===== config.mk =====
export PLATFORM = sky130hd
export DESIGN_NAME = hte_front
export DESIGN_NICKNAME = d
export VERILOG_FILES = /design/src/rtl/core/hte_pkg.sv /design/src/rtl/core/hte_front.sv
export SDC_FILE = /design/constraint.sdc
export NUM_CORES = 1
export LEC_CHECK = 0
export BUFFER_PORTS_ARGS = -buffer_cell sky130_fd_sc_hd__clkbuf_2
export CORE_ASPECT_RATIO = 0.8
export CORE_MARGIN = 3
export CORE_UTILIZATION = 48
export CTS_BUF_LIST = sky130_fd_sc_hd__clkbuf_4 sky130_fd_sc_hd__clkbuf_8 sky130_fd_sc_hd__clkbuf_16
export CTS_CLUSTER_SIZE = 12
export DETAILED_ROUTE_END_ITERATION = 6
export MAX_ROUTING_LAYER = met4
export PLACE_DENSITY = 0.69
export SYNTH_ARGS = -nofsm -noshare
export SYNTH_HDL_FRONTEND = slang
export SYNTH_SLANG_ARGS = --single-unit

===== constraint.sdc =====
create_clock -name i_clk -period 15.8 [get_ports i_clk]
set_input_delay 3.16 -clock i_clk [delete_from_list [all_inputs] [get_ports i_clk]]
set_output_delay 3.16 -clock i_clk [all_outputs]
set_load 0.05 [all_outputs]

===== src/rtl/core/hte_pkg.sv =====
// Shared types and constants for the homogeneous transform engine.
// No dependencies; every other file of the block refers to it by scoped names.
package hte_pkg;

    localparam int FRAC_BITS  = 16;
    localparam int DATA_WIDTH = 32;
    localparam int PORT_W     = 32;
    localparam int MAT_DIM    = 4;
    localparam int MAT_SIZE   = MAT_DIM * MAT_DIM;
    localparam int IDX_W      = $clog2(MAT_SIZE);
    localparam int PROD_W     = DATA_WIDTH + PORT_W;
    localparam int PAIR_W     = PROD_W + 1;
    localparam int SUM_W      = PROD_W + 2;
    localparam int QDEPTH     = 4;
    localparam int QAW        = $clog2(QDEPTH);
    localparam int QCW        = $clog2(QDEPTH + 1);

    localparam logic [DATA_WIDTH-1:0] ONE = DATA_WIDTH'(64'd1 << FRAC_BITS);

    localparam logic [2:0] CMD_IDENT = 3'd0;
    localparam logic [2:0] CMD_SCALE = 3'd1;
    localparam logic [2:0] CMD_TRANS = 3'd2;
    localparam logic [2:0] CMD_WRITE = 3'd3;
    localparam logic [2:0] CMD_READ  = 3'd4;
    localparam logic [2:0] CMD_XFORM = 3'd5;

    typedef enum logic [2:0] {
        OP_NOP,
        OP_IDENT,
        OP_SCALE,
        OP_TRANS,
        OP_WRITE,
        OP_READ,
        OP_XFORM
    } t_op_kind;

    typedef struct packed {
        logic        [2:0]  cmd;
        logic        [2:0]  row;
        logic        [2:0]  col;
        logic signed [31:0] value;
        logic signed [31:0] x;
        logic signed [31:0] y;
        logic signed [31:0] z;
        logic signed [31:0] w;
    } t_item;

    typedef struct packed {
        logic signed [31:0] out_x;
        logic signed [31:0] out_y;
        logic signed [31:0] out_z;
        logic signed [31:0] out_w;
        logic signed [31:0] read_value;
    } t_result;

    typedef struct packed {
        t_op_kind                 kind;
        logic [IDX_W-1:0]         idx;
        logic [DATA_WIDTH-1:0]    value;
        logic signed [PORT_W-1:0] x;
        logic signed [PORT_W-1:0] y;
        logic signed [PORT_W-1:0] z;
        logic signed [PORT_W-1:0] w;
    } t_op;

endpackage


===== src/rtl/core/hte_front.sv =====
// Front end: accepts input transactions, decodes them into operations
// and buffers them in a short queue. Depends on hte_pkg.
module hte_front (
    input  logic          i_clk,
    input  logic          i_rst_n,
    input  logic          i_valid,
    output logic          o_stall,
    input  hte_pkg::t_item i_item,
    output logic          o_op_valid,
    input  logic          i_op_pop,
    output hte_pkg::t_op  o_op
);

    hte_pkg::t_op               n_op;
    hte_pkg::t_op               r_mem [hte_pkg::QDEPTH];
    logic [hte_pkg::QAW-1:0]    r_wr_ptr;
    logic [hte_pkg::QAW-1:0]    r_rd_ptr;
    logic [hte_pkg::QCW-1:0]    r_count;
    logic                       w_push;
    logic                       w_in_range;

    assign o_stall    = (r_count == hte_pkg::QCW'(hte_pkg::QDEPTH));
    assign o_op_valid = (r_count != '0);
    assign o_op       = r_mem[r_rd_ptr];
    assign w_push     = i_valid && !o_stall;

    assign w_in_range = (i_item.row < 3'(hte_pkg::MAT_DIM)) &&
                        (i_item.col < 3'(hte_pkg::MAT_DIM));

    always_comb begin
        n_op.idx   = hte_pkg::IDX_W'(int'(i_item.row) * hte_pkg::MAT_DIM + int'(i_item.col));
        n_op.value = i_item.value[hte_pkg::DATA_WIDTH-1:0];
        n_op.x     = i_item.x;
        n_op.y     = i_item.y;
        n_op.z     = i_item.z;
        n_op.w     = i_item.w;
        case (i_item.cmd)
            hte_pkg::CMD_IDENT: n_op.kind = hte_pkg::OP_IDENT;
            hte_pkg::CMD_SCALE: n_op.kind = hte_pkg::OP_SCALE;
            hte_pkg::CMD_TRANS: n_op.kind = hte_pkg::OP_TRANS;
            // drop out-of-range element accesses: a read then returns zero
            hte_pkg::CMD_WRITE: n_op.kind = w_in_range ? hte_pkg::OP_WRITE : hte_pkg::OP_NOP;
            hte_pkg::CMD_READ:  n_op.kind = w_in_range ? hte_pkg::OP_READ : hte_pkg::OP_NOP;
            hte_pkg::CMD_XFORM: n_op.kind = hte_pkg::OP_XFORM;
            default:            n_op.kind = hte_pkg::OP_NOP;
        endcase
    end

    always_ff @(posedge i_clk) begin
        if (w_push) begin
            r_mem[r_wr_ptr] <= n_op;
        end
    end

    always_ff @(posedge i_clk) begin
        if (!i_rst_n) begin
            r_wr_ptr <= '0;
            r_rd_ptr <= '0;
            r_count  <= '0;
        end else begin
            if (w_push) begin
                r_wr_ptr <= r_wr_ptr + 1'b1;
            end
            if (i_op_pop) begin
                r_rd_ptr <= r_rd_ptr + 1'b1;
            end
            case ({w_push, i_op_pop})
                2'b10:   r_count <= r_count + 1'b1;
                2'b01:   r_count <= r_count - 1'b1;
                default: r_count <= r_count;
            endcase
        end
    end

endmodule


==> results.cfg <==
[timing]
finClkSkew_ns = 0.0177
maxSlewHeadroom_pct = 34.8
final.setup.tns_ns = 0
timing.fmax_mhz = 157
min_period_over_period_pct = 40.4
finalHoldViolCount = 0
post-route-min-period_ns = 6.38
final_max_slew_viol_count = 0
setup_viol = 0
rsz0062_at_grt = no
worst_pin_slew_ns = 0.977

[cts]
cts-buffers-inserted = 69
clock_latency_ns = 0.59
cts_tree = yes
h-tree-depth = 3
cts.sinks = 677
clkTransAtPathRegs_ns = 0.06
cts_setup_buffers = 0
postCtsHoldBufs = 0
cts_root_buf = clkbuf_16
max-clock-path-buffers = 3
cts_resized = 0

[pwr]
ir_drop_uv = 100
p_total_mw = 4.32
switchingPower_mw = 1.14
seqPwrFrac_pct = 49.7
internal_power_mw = 3.18
p_clk_share_pct = 34.4
leakage_nw = 9.79
p_per_area_nw_per_um2 = 149
swShare_pct = 26.5
combPwrFrac_pct = 15.8

[placement]
place.gp.congestion = 0.719
io_buffers = 341
detailed_place_hpwl_um = 28400
placed_cell_area_um2 = 27000

[layout]
area_delta_synth_final_pct = 17.8
post-route-cell-area_um2 = 29100
layout-drive-gt1-share_pct = 46.3
fin_nets = 1499

[floorplanning]
coreArea_um2 = 50200
start_util_pct = 49.2
die_width_um = 260
rows = 73
boundaryPins = 342
die_area_um2 = 54200
die_y_um = 209

[critical_path]
path_class = reg -> out
endpoint_kind = primary output
crit_path_start_kind = flip-flop
r2r_slack_ns = 12.76
arrival_ns = 3.22
cp_max_fo = 46
required_ns = 12.64

[synthesis]
ys_async_sr_fraction_pct = 0
synth_cell_type_count = 24
ys_ff_latch = 677
synth_fp_nets = 1115
synth_edf_count = 668
ys_warn_count = 0
ys_seq_area_share_pct = 82.0
ys.flop_type = edfxtp_1
synth_area_per_cell_um2 = 26.4
syn_inst = 935
syn_area_um2 = 24700

[route]
viasPerCell = 5.42
ant_nets = 0
drt_iter0_markers = 899
dr.pass1.iters = 5
wl_per_cell_um = 23.0
drt-total-wl_um = 46700
post-route-drc-count = 0
route.vias.total = 11000

[grt]
grt_usage_pct = 18.2
grt_max_degree = 89
overflow = 0
antenna_found_initial = 5
grt_pass1_vias = 11700
grt_first_pass_wirelength_um = 71900

[outcome]
outcome = completed

[run]
max_cap_violations = 0

[min_path]
hold_class = reg -> reg
-- power groups by stage --
stage	combinational [mW]	sequential [mW]	clock, mW
floorplan	0.530	2.19	0
global placement	0.692	2.18	0
detailed placement	0.697	2.19	0
CTS	0.698	2.15	1.53
global route	0.723	2.16	1.60
finish	0.685	2.15	1.49
-- path summary, 6_finish.rpt --
kind	from	end	cells after the start
worst min register to register	r_wr_ptr[0]	r_wr_ptr[0]	2
worst max register to register	r_count[2]	r_mem[2][102]	4
worst max-delay path	flip-flop	o_op[79]	3
worst min-delay path	r_wr_ptr[0]	r_wr_ptr[0]	2
-- sequential cells by signal (all words and copies together), names as in the netlist, named ones only --
| register | cells |
|---|---|
| r_mem | 668 |
| r_count | 3 |
| r_rd_ptr | 2 |
| r_wr_ptr | 2 |
-- layer usage --
layer	up-vias	share of wire, %	GRT usage, %
li1	4806	-	-
met1	5741	41	24.6
met2	371	48	26.7
met3	70	9.4	6.11
met4	0	2.0	5.04
met5	-	0	-
-- Yosys cell counts, types with 3 or more instances --
cell type / instances / area share, %
edfxtp_1: 668 / 81
mux4_2: 167 / 15
buf_2: 18 / 0.36
buf_8: 11 / 0.67
and2_1: 9 / 0.23
dfxtp_1: 9 / 0.73
inv_1: 7 / 0.11
clkbuf_1: 6 / 0.091
ha_1: 6 / 0.30
nand2_1: 6 / 0.091
buf_6: 5 / 0.23
nor2b_1: 3 / 0.076
or3_1: 3 / 0.076
xor2_1: 3 / 0.11
-- critical path, stage by stage (launching register included) --
cell and delay [ns]:
dfxtp_4 0.81, buf_4 0.81, mux4_2 0.66, clkbuf_2 0.27
-- cells by family after synthesis --
logic type,count (synthesis),synth area share [%]
adder cells (fa/ha/maj),7,0.385
buffers and inverters,47,1.46
AND/OR/NAND/NOR,23,0.522
multiplexers,170,15.4
flip-flops,677,82.0
XOR/XNOR,5,0.177
AO/OA/AOI/OAI,6,0.142
-- stage by stage --
stage / cells / hold slack [ns] / worst slack, ns / util (%)
floorplan: 935 / 0.467 / 7.89 / -
global placement: 1923 / 0.497 / 9.93 / 53.8
detailed placement: 1923 / 0.503 / 9.91 / 53.8
CTS: 2024 / 0.511 / 9.29 / 57.9
global route: 2029 / 0.554 / 9.10 / 57.9
finish: 2029 / 0.506 / 9.42 / 57.9
-- layout by cell type, fill, tap and decap left out, drive strengths merged, types with 2 or more instances in the layout --
master  count
a21oi       2
and2        9
buf        12
bufinv      2
clkbuf    430
clkinv      6
dfxtp       9
diode       5
edfxtp    668
ha          6
inv        10
mux2i       2
mux4      167
nand2       6
nor2b       3
o21ai       2
or3         3
xnor2       2
xor2        3
-- layout make-up --
type / count / area [µm²]
clock buffers: 89 / 1900
repair buffers: 353 / 1810
inverters: 7 / 26.3
flip-flops and latches: 677 / 20200
diodes: 5 / 12.5
clock inverters: 12 / 143
fillers: 3634 / 21100
multi-input cells: 211 / 4110
well taps: 675 / 845
Note: power is estimated with default switching activity, not from simulation.
